`src/rtl/ochp_pkg.sv`:
```
// ochp_pkg: shared constants, codes and helpers of the comment header parser
// depends on nothing; used by the parser core

package ochp_pkg;

    // default width of the vendor and comment length counters
    localparam int LengthBitsDefault = 32;

    // parser sections, also the section tag of each item
    localparam logic [2:0] PH_MAGIC   = 3'd0;
    localparam logic [2:0] PH_VLEN    = 3'd1;
    localparam logic [2:0] PH_VENDOR  = 3'd2;
    localparam logic [2:0] PH_COUNT   = 3'd3;
    localparam logic [2:0] PH_CLEN    = 3'd4;
    localparam logic [2:0] PH_COMMENT = 3'd5;
    localparam logic [2:0] PH_EXTRA   = 3'd6;
    localparam logic [2:0] PH_IGNORE  = 3'd7;

    // packet status codes
    localparam logic [3:0] ST_BUSY        = 4'd0;
    localparam logic [3:0] ST_OK          = 4'd1;
    localparam logic [3:0] ST_CUT_MAGIC   = 4'd2;
    localparam logic [3:0] ST_BAD_MAGIC   = 4'd3;
    localparam logic [3:0] ST_CUT_VLEN    = 4'd4;
    localparam logic [3:0] ST_CUT_VENDOR  = 4'd5;
    localparam logic [3:0] ST_CUT_COUNT   = 4'd6;
    localparam logic [3:0] ST_CUT_CLEN    = 4'd7;
    localparam logic [3:0] ST_CUT_COMMENT = 4'd8;

    // expected signature at the head of the packet
    localparam logic [7:0] MAGIC_TEXT [8] = '{
        8'h4F, 8'h70, 8'h75, 8'h73, 8'h54, 8'h61, 8'h67, 8'h73
    };

    // status given when the packet ends while in a section
    function automatic logic [3:0] end_status(input logic [2:0] ph);
        logic [3:0] st;
        unique case (ph)
            PH_MAGIC:   st = ST_CUT_MAGIC;
            PH_VLEN:    st = ST_CUT_VLEN;
            PH_VENDOR:  st = ST_CUT_VENDOR;
            PH_COUNT:   st = ST_CUT_COUNT;
            PH_CLEN:    st = ST_CUT_CLEN;
            PH_COMMENT: st = ST_CUT_COMMENT;
            PH_EXTRA:   st = ST_OK;
            default:    st = ST_BUSY;
        endcase
        return st;
    endfunction

endpackage

```
`src/rtl/ochp_in_if.sv`:
```
// ochp_in_if: valid/ready channel carrying one packet byte with its marks
// stands alone; used by the parser core on its input side

interface ochp_in_if;
    logic       valid;
    logic       ready;
    logic [7:0] data_byte;
    logic       has_byte;
    logic       last;

    modport source (output valid, data_byte, has_byte, last, input ready);
    modport sink   (input valid, data_byte, has_byte, last, output ready);
endinterface

```
`src/rtl/ochp_out_if.sv`:
```
// ochp_out_if: valid/ready channel carrying one tagged byte with its status
// stands alone; used by the parser core on its output side

interface ochp_out_if;
    logic        valid;
    logic        ready;
    logic [7:0]  byte_out;
    logic [2:0]  section;
    logic [31:0] comment_number;
    logic        field_end;
    logic [3:0]  status;
    logic        done_res;

    modport source (output valid, byte_out, section, comment_number, field_end,
                    status, done_res, input ready);
    modport sink   (input valid, byte_out, section, comment_number, field_end,
                    status, done_res, output ready);
endinterface

```
`src/rtl/opus_comment_header_parser_core.sv`:
```
// opus_comment_header_parser_core: streaming parser of a comment header packet
// depends on ochp_pkg, ochp_in_if and ochp_out_if
//
// usage
//   i_in carries one item per handshake: a packet byte (has_byte) and an end
//   mark (last). an item with has_byte low and last high ends an empty or
//   truncated packet; with both low it is an idle step that changes nothing.
//   o_out returns exactly one item per input item, in order: the byte, its
//   section tag, the comment index, a field end flag and the packet status.
//   status and done_res are set on the last item of a packet, or on the
//   eighth byte when the signature is wrong; the rest of that packet is then
//   tagged as ignored.
// timing
//   an item is parsed in the cycle after it is registered, and its result is
//   written to the result register once that register is free; one item per
//   cycle is sustained while the receiver takes results, the limit being the
//   single parse stage that updates the section state.
// reset and stall
//   synchronous reset empties both registers and returns the parser to the
//   signature section. when the receiver stalls, the result register holds
//   and the input register still takes one more item before ready drops.

module opus_comment_header_parser_core #(
    parameter int LENGTH_BITS = ochp_pkg::LengthBitsDefault
) (
    input  logic           i_clk,
    input  logic           i_rst_n,
    ochp_in_if.sink        i_in,
    ochp_out_if.source     o_out
);
    import ochp_pkg::*;

    // largest length kept; longer vendor or comment lengths saturate here
    localparam logic [31:0] LenMax = 32'hFFFF_FFFF >> (32 - LENGTH_BITS);

    // input register
    logic       r_in_valid;
    logic [7:0] r_in_byte;
    logic       r_in_has;
    logic       r_in_last;

    // parser state
    logic [2:0]             r_phase,  n_phase;
    logic [2:0]             r_pos,    n_pos;    // byte index in magic or length word
    logic [23:0]            r_acc,    n_acc;    // low bytes of the length word
    logic [LENGTH_BITS-1:0] r_left,   n_left;   // data bytes still to come
    logic [31:0]            r_cleft,  n_cleft;  // comments not yet finished
    logic [31:0]            r_cidx,   n_cidx;   // current comment index
    logic                   r_mism,   n_mism;   // some signature byte differed

    // result register
    logic        r_out_valid;
    logic [7:0]  r_out_byte;
    logic [2:0]  r_out_section;
    logic [31:0] r_out_cnum;
    logic        r_out_fe;
    logic [3:0]  r_out_status;
    logic        r_out_done;

    // parse stage results
    logic        c_fe;
    logic [3:0]  c_status;
    logic        c_done;
    logic [31:0] len_word;
    logic [31:0] len_sat;
    logic [LENGTH_BITS-1:0] len_clamped;
    logic [LENGTH_BITS-1:0] left_dec;
    logic [31:0] cleft_dec;
    logic        mism_now;

    logic advance;

    // an item leaves the input register when the result register is free
    assign advance    = r_in_valid && (!r_out_valid || o_out.ready);
    assign i_in.ready = !r_in_valid || advance;

    always_ff @(posedge i_clk) begin
        if (!i_rst_n) begin
            r_in_valid <= 1'b0;
        end else if (i_in.ready) begin
            r_in_valid <= i_in.valid;
        end
        if (i_in.ready && i_in.valid) begin
            r_in_byte <= i_in.data_byte;
            r_in_has  <= i_in.has_byte;
            r_in_last <= i_in.last;
        end
    end

    // parse one item against the current section state
    always_comb begin
        n_phase = r_phase;
        n_pos   = r_pos;
        n_acc   = r_acc;
        n_left  = r_left;
        n_cleft = r_cleft;
        n_cidx  = r_cidx;
        n_mism  = r_mism;
        c_fe     = 1'b0;
        c_status = ST_BUSY;
        c_done   = 1'b0;

        len_word    = {r_in_byte, r_acc};
        len_sat     = (len_word > LenMax) ? LenMax : len_word;
        len_clamped = len_sat[LENGTH_BITS-1:0];
        left_dec    = r_left - LENGTH_BITS'(r_left != '0);
        cleft_dec   = r_cleft - 32'(r_cleft != '0);
        mism_now    = r_mism || (r_in_byte != MAGIC_TEXT[r_pos]);

        if (r_in_has) begin
            unique case (r_phase)
                PH_MAGIC: begin
                    n_mism = mism_now;
                    n_pos  = r_pos + 3'd1;
                    if (r_pos == 3'd7) begin
                        c_fe  = 1'b1;
                        n_pos = 3'd0;
                        if (mism_now) begin
                            c_status = ST_BAD_MAGIC;
                            c_done   = 1'b1;
                            n_phase  = PH_IGNORE;
                        end else begin
                            n_phase = PH_VLEN;
                        end
                    end
                end
                PH_VLEN, PH_COUNT, PH_CLEN: begin
                    n_pos = r_pos + 3'd1;
                    unique case (r_pos[1:0])
                        2'd0: n_acc[7:0]   = r_in_byte;
                        2'd1: n_acc[15:8]  = r_in_byte;
                        2'd2: n_acc[23:16] = r_in_byte;
                        2'd3: begin
                            // length word complete
                            c_fe  = 1'b1;
                            n_pos = 3'd0;
                            if (r_phase == PH_VLEN) begin
                                if (len_clamped != '0) begin
                                    n_phase = PH_VENDOR;
                                    n_left  = len_clamped;
                                end else begin
                                    n_phase = PH_COUNT;
                                end
                            end else if (r_phase == PH_COUNT) begin
                                n_cleft = len_word;
                                n_cidx  = '0;
                                n_phase = (len_word != '0) ? PH_CLEN : PH_EXTRA;
                            end else if (len_clamped != '0) begin
                                n_phase = PH_COMMENT;
                                n_left  = len_clamped;
                            end else begin
                                // empty comment closes on its length word
                                n_cidx  = r_cidx + 32'd1;
                                n_cleft = cleft_dec;
                                n_phase = (cleft_dec != '0) ? PH_CLEN : PH_EXTRA;
                                n_left  = '0;
                            end
                        end
                        default: ;
                    endcase
                end
                PH_VENDOR, PH_COMMENT: begin
                    n_left = left_dec;
                    if (left_dec == '0) begin
                        c_fe  = 1'b1;
                        n_pos = 3'd0;
                        if (r_phase == PH_VENDOR) begin
                            n_phase = PH_COUNT;
                        end else begin
                            n_cidx  = r_cidx + 32'd1;
                            n_cleft = cleft_dec;
                            n_phase = (cleft_dec != '0) ? PH_CLEN : PH_EXTRA;
                        end
                    end
                end
                PH_EXTRA: begin
                    c_fe = r_in_last;
                end
                default: ;  // ignoring the rest of a bad packet
            endcase
        end

        // end of packet: final status unless the packet already has one, then back to the signature section
        if (r_in_last) begin
            if (!c_done && n_phase != PH_IGNORE) begin
                c_status = end_status(n_phase);
                c_done   = 1'b1;
            end
            n_phase = PH_MAGIC;
            n_pos   = 3'd0;
            n_left  = '0;
            n_cleft = '0;
            n_cidx  = '0;
            n_mism  = 1'b0;
        end
    end

    always_ff @(posedge i_clk) begin
        if (!i_rst_n) begin
            r_phase <= PH_MAGIC;
            r_pos   <= 3'd0;
            r_left  <= '0;
            r_cleft <= '0;
            r_cidx  <= '0;
            r_mism  <= 1'b0;
        end else if (advance) begin
            r_phase <= n_phase;
            r_pos   <= n_pos;
            r_left  <= n_left;
            r_cleft <= n_cleft;
            r_cidx  <= n_cidx;
            r_mism  <= n_mism;
        end
        if (advance) begin
            r_acc <= n_acc;
        end
    end

    // result register
    always_ff @(posedge i_clk) begin
        if (!i_rst_n) begin
            r_out_valid <= 1'b0;
        end else if (advance) begin
            r_out_valid <= 1'b1;
        end else if (o_out.ready) begin
            r_out_valid <= 1'b0;
        end
        if (advance) begin
            r_out_byte    <= r_in_has ? r_in_byte : 8'd0;
            r_out_section <= r_phase;
            r_out_cnum    <= r_cidx;
            r_out_fe      <= c_fe;
            r_out_status  <= c_status;
            r_out_done    <= c_done;
        end
    end

    assign o_out.valid          = r_out_valid;
    assign o_out.byte_out       = r_out_byte;
    assign o_out.section        = r_out_section;
    assign o_out.comment_number = r_out_cnum;
    assign o_out.field_end      = r_out_fe;
    assign o_out.status         = r_out_status;
    assign o_out.done_res       = r_out_done;

endmodule
```
`src/flat_wrapper.sv`:
```
// flat-port wrapper written by rule: the top's interface ports become plain ports
module opus_comment_header_parser_core_flat import ochp_pkg::*;
#(
    parameter int LENGTH_BITS = ochp_pkg::LengthBitsDefault
)
  (i_clk, i_rst_n, i_in_valid, i_in_data_byte, i_in_has_byte, i_in_last, i_in_ready, o_out_valid, o_out_byte_out, o_out_section, o_out_comment_number, o_out_field_end, o_out_status, o_out_done_res, o_out_ready);
  ochp_in_if i_in_i ();
  ochp_out_if o_out_i ();
  input  logic i_clk;
  input  logic i_rst_n;
  input wire logic [$bits(i_in_i.valid)-1:0] i_in_valid;
  input wire logic [$bits(i_in_i.data_byte)-1:0] i_in_data_byte;
  input wire logic [$bits(i_in_i.has_byte)-1:0] i_in_has_byte;
  input wire logic [$bits(i_in_i.last)-1:0] i_in_last;
  output wire logic [$bits(i_in_i.ready)-1:0] i_in_ready;
  output wire logic [$bits(o_out_i.valid)-1:0] o_out_valid;
  output wire logic [$bits(o_out_i.byte_out)-1:0] o_out_byte_out;
  output wire logic [$bits(o_out_i.section)-1:0] o_out_section;
  output wire logic [$bits(o_out_i.comment_number)-1:0] o_out_comment_number;
  output wire logic [$bits(o_out_i.field_end)-1:0] o_out_field_end;
  output wire logic [$bits(o_out_i.status)-1:0] o_out_status;
  output wire logic [$bits(o_out_i.done_res)-1:0] o_out_done_res;
  input wire logic [$bits(o_out_i.ready)-1:0] o_out_ready;
  assign i_in_i.valid = i_in_valid;
  assign i_in_i.data_byte = i_in_data_byte;
  assign i_in_i.has_byte = i_in_has_byte;
  assign i_in_i.last = i_in_last;
  assign i_in_ready = i_in_i.ready;
  assign o_out_valid = o_out_i.valid;
  assign o_out_byte_out = o_out_i.byte_out;
  assign o_out_section = o_out_i.section;
  assign o_out_comment_number = o_out_i.comment_number;
  assign o_out_field_end = o_out_i.field_end;
  assign o_out_status = o_out_i.status;
  assign o_out_done_res = o_out_i.done_res;
  assign o_out_i.ready = o_out_ready;
  opus_comment_header_parser_core #(.LENGTH_BITS(LENGTH_BITS)) u_core (.i_clk(i_clk), .i_rst_n(i_rst_n), .i_in(i_in_i), .o_out(o_out_i));
endmodule
```
`config.mk`:
```
export PLATFORM = sky130hd
export DESIGN_NAME = opus_comment_header_parser_core_flat
export DESIGN_NICKNAME = d
export VERILOG_FILES = /design/src/rtl/ochp_pkg.sv /design/src/rtl/ochp_in_if.sv /design/src/rtl/ochp_out_if.sv /design/src/rtl/opus_comment_header_parser_core.sv /design/src/flat_wrapper.sv
export SDC_FILE = /design/constraint.sdc
export NUM_CORES = 1
export LEC_CHECK = 0
export ABC_AREA = 1
export BUFFER_PORTS_ARGS = -buffer_cell sky130_fd_sc_hd__buf_4
export CAP_MARGIN = 0
export CORE_MARGIN = 8
export CORE_UTILIZATION = 56
export DETAILED_ROUTE_END_ITERATION = 8
export GPL_TIMING_DRIVEN = 1
export PLACE_DENSITY = 0.81
export RECOVER_POWER = 25
export SLEW_MARGIN = 20
export SYNTH_ARGS = -nofsm -noshare
export SYNTH_HDL_FRONTEND = slang
export SYNTH_SLANG_ARGS = --single-unit
```
`constraint.sdc`:
```
create_clock -name i_clk -period 4.6 [get_ports i_clk]
set_input_delay 0.46 -clock i_clk [delete_from_list [all_inputs] [get_ports i_clk]]
set_output_delay 0.46 -clock i_clk [all_outputs]
set_load 0.03 [all_outputs]
```
==> metrics.md <==
| Metric | Value |
|---|---|
| Violated checks | max-capacitance violations, max-slew violations |
| Post-route ant nets | 0 |
| Input/output buffers | 64 |
| Critical Path Slowest Stage Cell | dfxtp_1 |
| Dpl ws | 0.4456 ns |
| LEAKAGE | around 4.8 nW |
| RSZ-0062 raised after global routing | false |
| First-pass GRT wire length | roughly 47000 µm |
| Cells after Synth | 1441 |
| Clk sinks | approximately 190 |
| Setup TNS Final | 0 ns |
| Worst path buffer plus inverter count | 3 |
| Area leader, netlist | edfxtp_1 |
| Clk slew on worst S/H paths | approximately 0.08 ns |
| VDD IR max | roughly 0.28 mV |
| CP Cell Sequence | nor2_2, nand2_1, nor3_1, nand4_1, ha_1, ha_1, nand2_4, xor2_1, inv_1, nor2_1, nand2_1, nor2_1, nand2_1, nor2_1, nand3_2, nand3_2, nand2_2, clkinv_2, buf_4, o21ai_0, a31oi_1 |
| DP Area | 11170 µm² |
| Worst-Skew Late Latency | 0.45 ns |
| Min Tclk post-route | 4.192 ns |
| Share of flip-flops with an asynchronous set or reset | 0% |
| Post-CTS setup buffer count | 0 |
| Core Area | ~19000 µm² |
| Period utilisation layout | between 90 and 100% |
| Yosys warns | 0 |
| CP Max Fanout | 31 |
| Non-Filler Instances | 1734 |
| Avg Vias per Cell | 5.755 |
| Final hold violation count | 0 |
| Area delta synth->final | 11.74% |
| CP endpoint kind | flop |
| Detailed Route WL | around 29000 µm |
| Post-layout util | between 60 and 70% |
| # fillers | about 1600 |
| Final Instance Area | 11790 µm² |
| Nets@finish | approximately 1500 |
| Hold depth | 1 |
| Area of the multi-input gates | 5209 µm² |
| Cell variety after synth | 48 |
| Starting DRT DRC Count | approximately 950 |
| Site Rows | 50 |
| Number of synthesized flops with an enable pin | 83 |
| Gr usage total | around 25% |
| Total grt overflow | 0 |
| Antenna diodes | 0 |
| Main area contributors after synthesis | edfxtp_1, dfxtp_1, nand2_1 |
| Worst path top cell family by delay | simple AND/OR/NAND/NOR gates |
| Clock Path Buffers | 2 |
| Yosys top cell area share | between 20% and 30% |
| Slew HR | -58.38% |
| Data arrival time of the worst path | between 4 and 5 ns |
| GP Congestion | around 1.0 |
| Initial antenna violation count | 0 |
| Wire per inst | ~17 µm |
| Top-count cell post-synth | nand2_1 |
| Mapped Area | between 10000 and 15000 µm² |
| Critical path depth | 21 |
| Worst hold slack | approximately 0.21 ns |
| Die Wd | approximately 150 µm |
| Fin. max-slew vios | 45 |
| Number of H-tree levels | 4 |
| Mapped Nets | roughly 1500 |
| Total power | about 4.3 mW |
| Register bit count reported by yosys | about 190 |
| CTS tree | done |
| Maxcap violations | 1 |
| Clock root buffer | clkbuf_16 |
| Vias in the first global route | approximately 9400 |
| Share of layout cells above drive strength 1 | a little under a tenth |
| Drt first pass iters | 7 |
| Post-Syn Area per Cell | between 7 and 8 µm² |
| Max Freq | 0.2386 GHz |
| Worst hold path class | in -> reg |
| Power density cells | ~360 nW/µm² |
| CTS buffer count | 17 |
| Seq/Total Area, Yosys | a little over two fifths |
| Placed Cells | approximately 1700 |
| Final setup margin | between 0.4 and 0.5 ns |
| Remaining DRCs | 0 |
| Worst endpoint required time | 4.97 ns |
| Initial Util | ~57% |
| Reg area | about 4600 µm² |
| Max stage delay on crit path | about 0.36 ns |
| Setup Viol. Count Final | 0 |
| Worst-Margin Slew | roughly 2.4 ns |
| I/O pin cnt | 65 |
| Status | finished with violations |
| Setup CP Type | reg -> reg |
| Commonest cells post-synth | nand2_1, nor2_1, inv_1, dfxtp_1, nand3_1 |
| Die height | roughly 150 µm |
| CP startpoint kind | flop |
| Setup Skew | around 0.011 ns |
| Vias | 9980 |
| Ys flop type | dfxtp_1 |
| Largest net degree at the start of global routing | 63 |
| Reg2Reg Depth | 21 |
| DIE AREA | 23490 µm² |
| DPL Wire Length | roughly 21000 µm |
layout make-up:
type | count | area share [%]
clock buffer | 18 | 3.821
multi-input combinational | 1067 | 44.19
inverter | 139 | 4.437
timing repair buffer | 74 | 4.681
sequential | 188 | 38.98
tap | 234 | 2.484
clock inverter | 14 | 1.412
metal layers:
layer  GRT usage, %  share of wire, %  vias up
li1               -                 -     4866
met1          31.27                42     4610
met2          40.74                47      419
met3          4.793               7.6       85
met4          9.425               3.1        0
met5              0                 0        -
kinds of logic (layout without fill, tap and decap cells):
family | after synthesis | count (layout) | synth area share (%)
AND/OR/NAND/NOR | 789 | 789 | 32.11
flip-flops | 188 | 188 | 43.55
XOR/XNOR | 43 | 43 | 3.570
AO/OA/AOI/OAI | 222 | 222 | 11.94
adder cells (fa/ha/maj) | 13 | 13 | 1.542
buffers and inverters | 186 | 245 | 7.283
sequential cells by signal (all words and copies together), names as in the netlist, 4 cells and up:
signal                       cells
u_core.r_in_byte                 8
u_core.r_cidx                   32
u_core.o_out.status              4
u_core.r_acc                    24
u_core.o_out.byte_out            8
u_core.r_cleft                  32
u_core.r_left                   32
u_core.o_out.comment_number     32
layout by cell type (no fill, tap or decap), drive strengths merged:
| cell type | instances |
|---|---|
| ha | 13 |
| or2 | 4 |
| a21boi | 2 |
| a211oi | 3 |
| nand2 | 395 |
| clkinv | 11 |
| nor4 | 14 |
| nand3 | 92 |
| o211a | 3 |
| dfxtp | 105 |
| nor2 | 217 |
| edfxtp | 83 |
| inv | 141 |
| a21oi | 76 |
| and2 | 3 |
| o211ai | 26 |
| a31oi | 14 |
| nor3 | 27 |
| a311oi | 2 |
| clkbuf | 29 |
| o22ai | 1 |
| o21bai | 3 |
| o21a | 3 |
| o21ai | 86 |
| clkinvlp | 1 |
| o311ai | 1 |
| nor3b | 5 |
| o2111ai | 1 |
| xnor2 | 10 |
| buf | 63 |
| a2111oi | 1 |
| and3 | 1 |
| nand3b | 6 |
| nand4 | 25 |
| xor2 | 33 |
what timing repair did:
item,CTS,global route
hold buffers,0,0
endpoints found under the setup margin,0,2
gates resized for setup,0,1
final timing paths:
| path | startpoint | to | slack [ns] |
|---|---|---|---|
| worst max register to register | u_core.r_left[4] | u_core.r_cleft[23] | 0.41 |
| worst min-delay path | i_in_data_byte[0] | u_core.r_in_byte[0] | 0.21 |
| worst max-delay path | u_core.r_left[4] | u_core.r_cleft[23] | 0.41 |
| worst min register to register | u_core.r_cidx[2] | u_core.o_out.comment_number[2] | 0.45 |
where the power goes:
| part | internal (mW) | switching [mW] | total, mW |
|---|---|---|---|
| logic | 0.280 | 0.643 | 0.923 |
| registers | 1.80 | 0.0590 | 1.86 |
| clock network | 0.765 | 0.747 | 1.51 |
| total | 2.84 | 1.45 | 4.29 |
(Power assumes the default switching activity.)
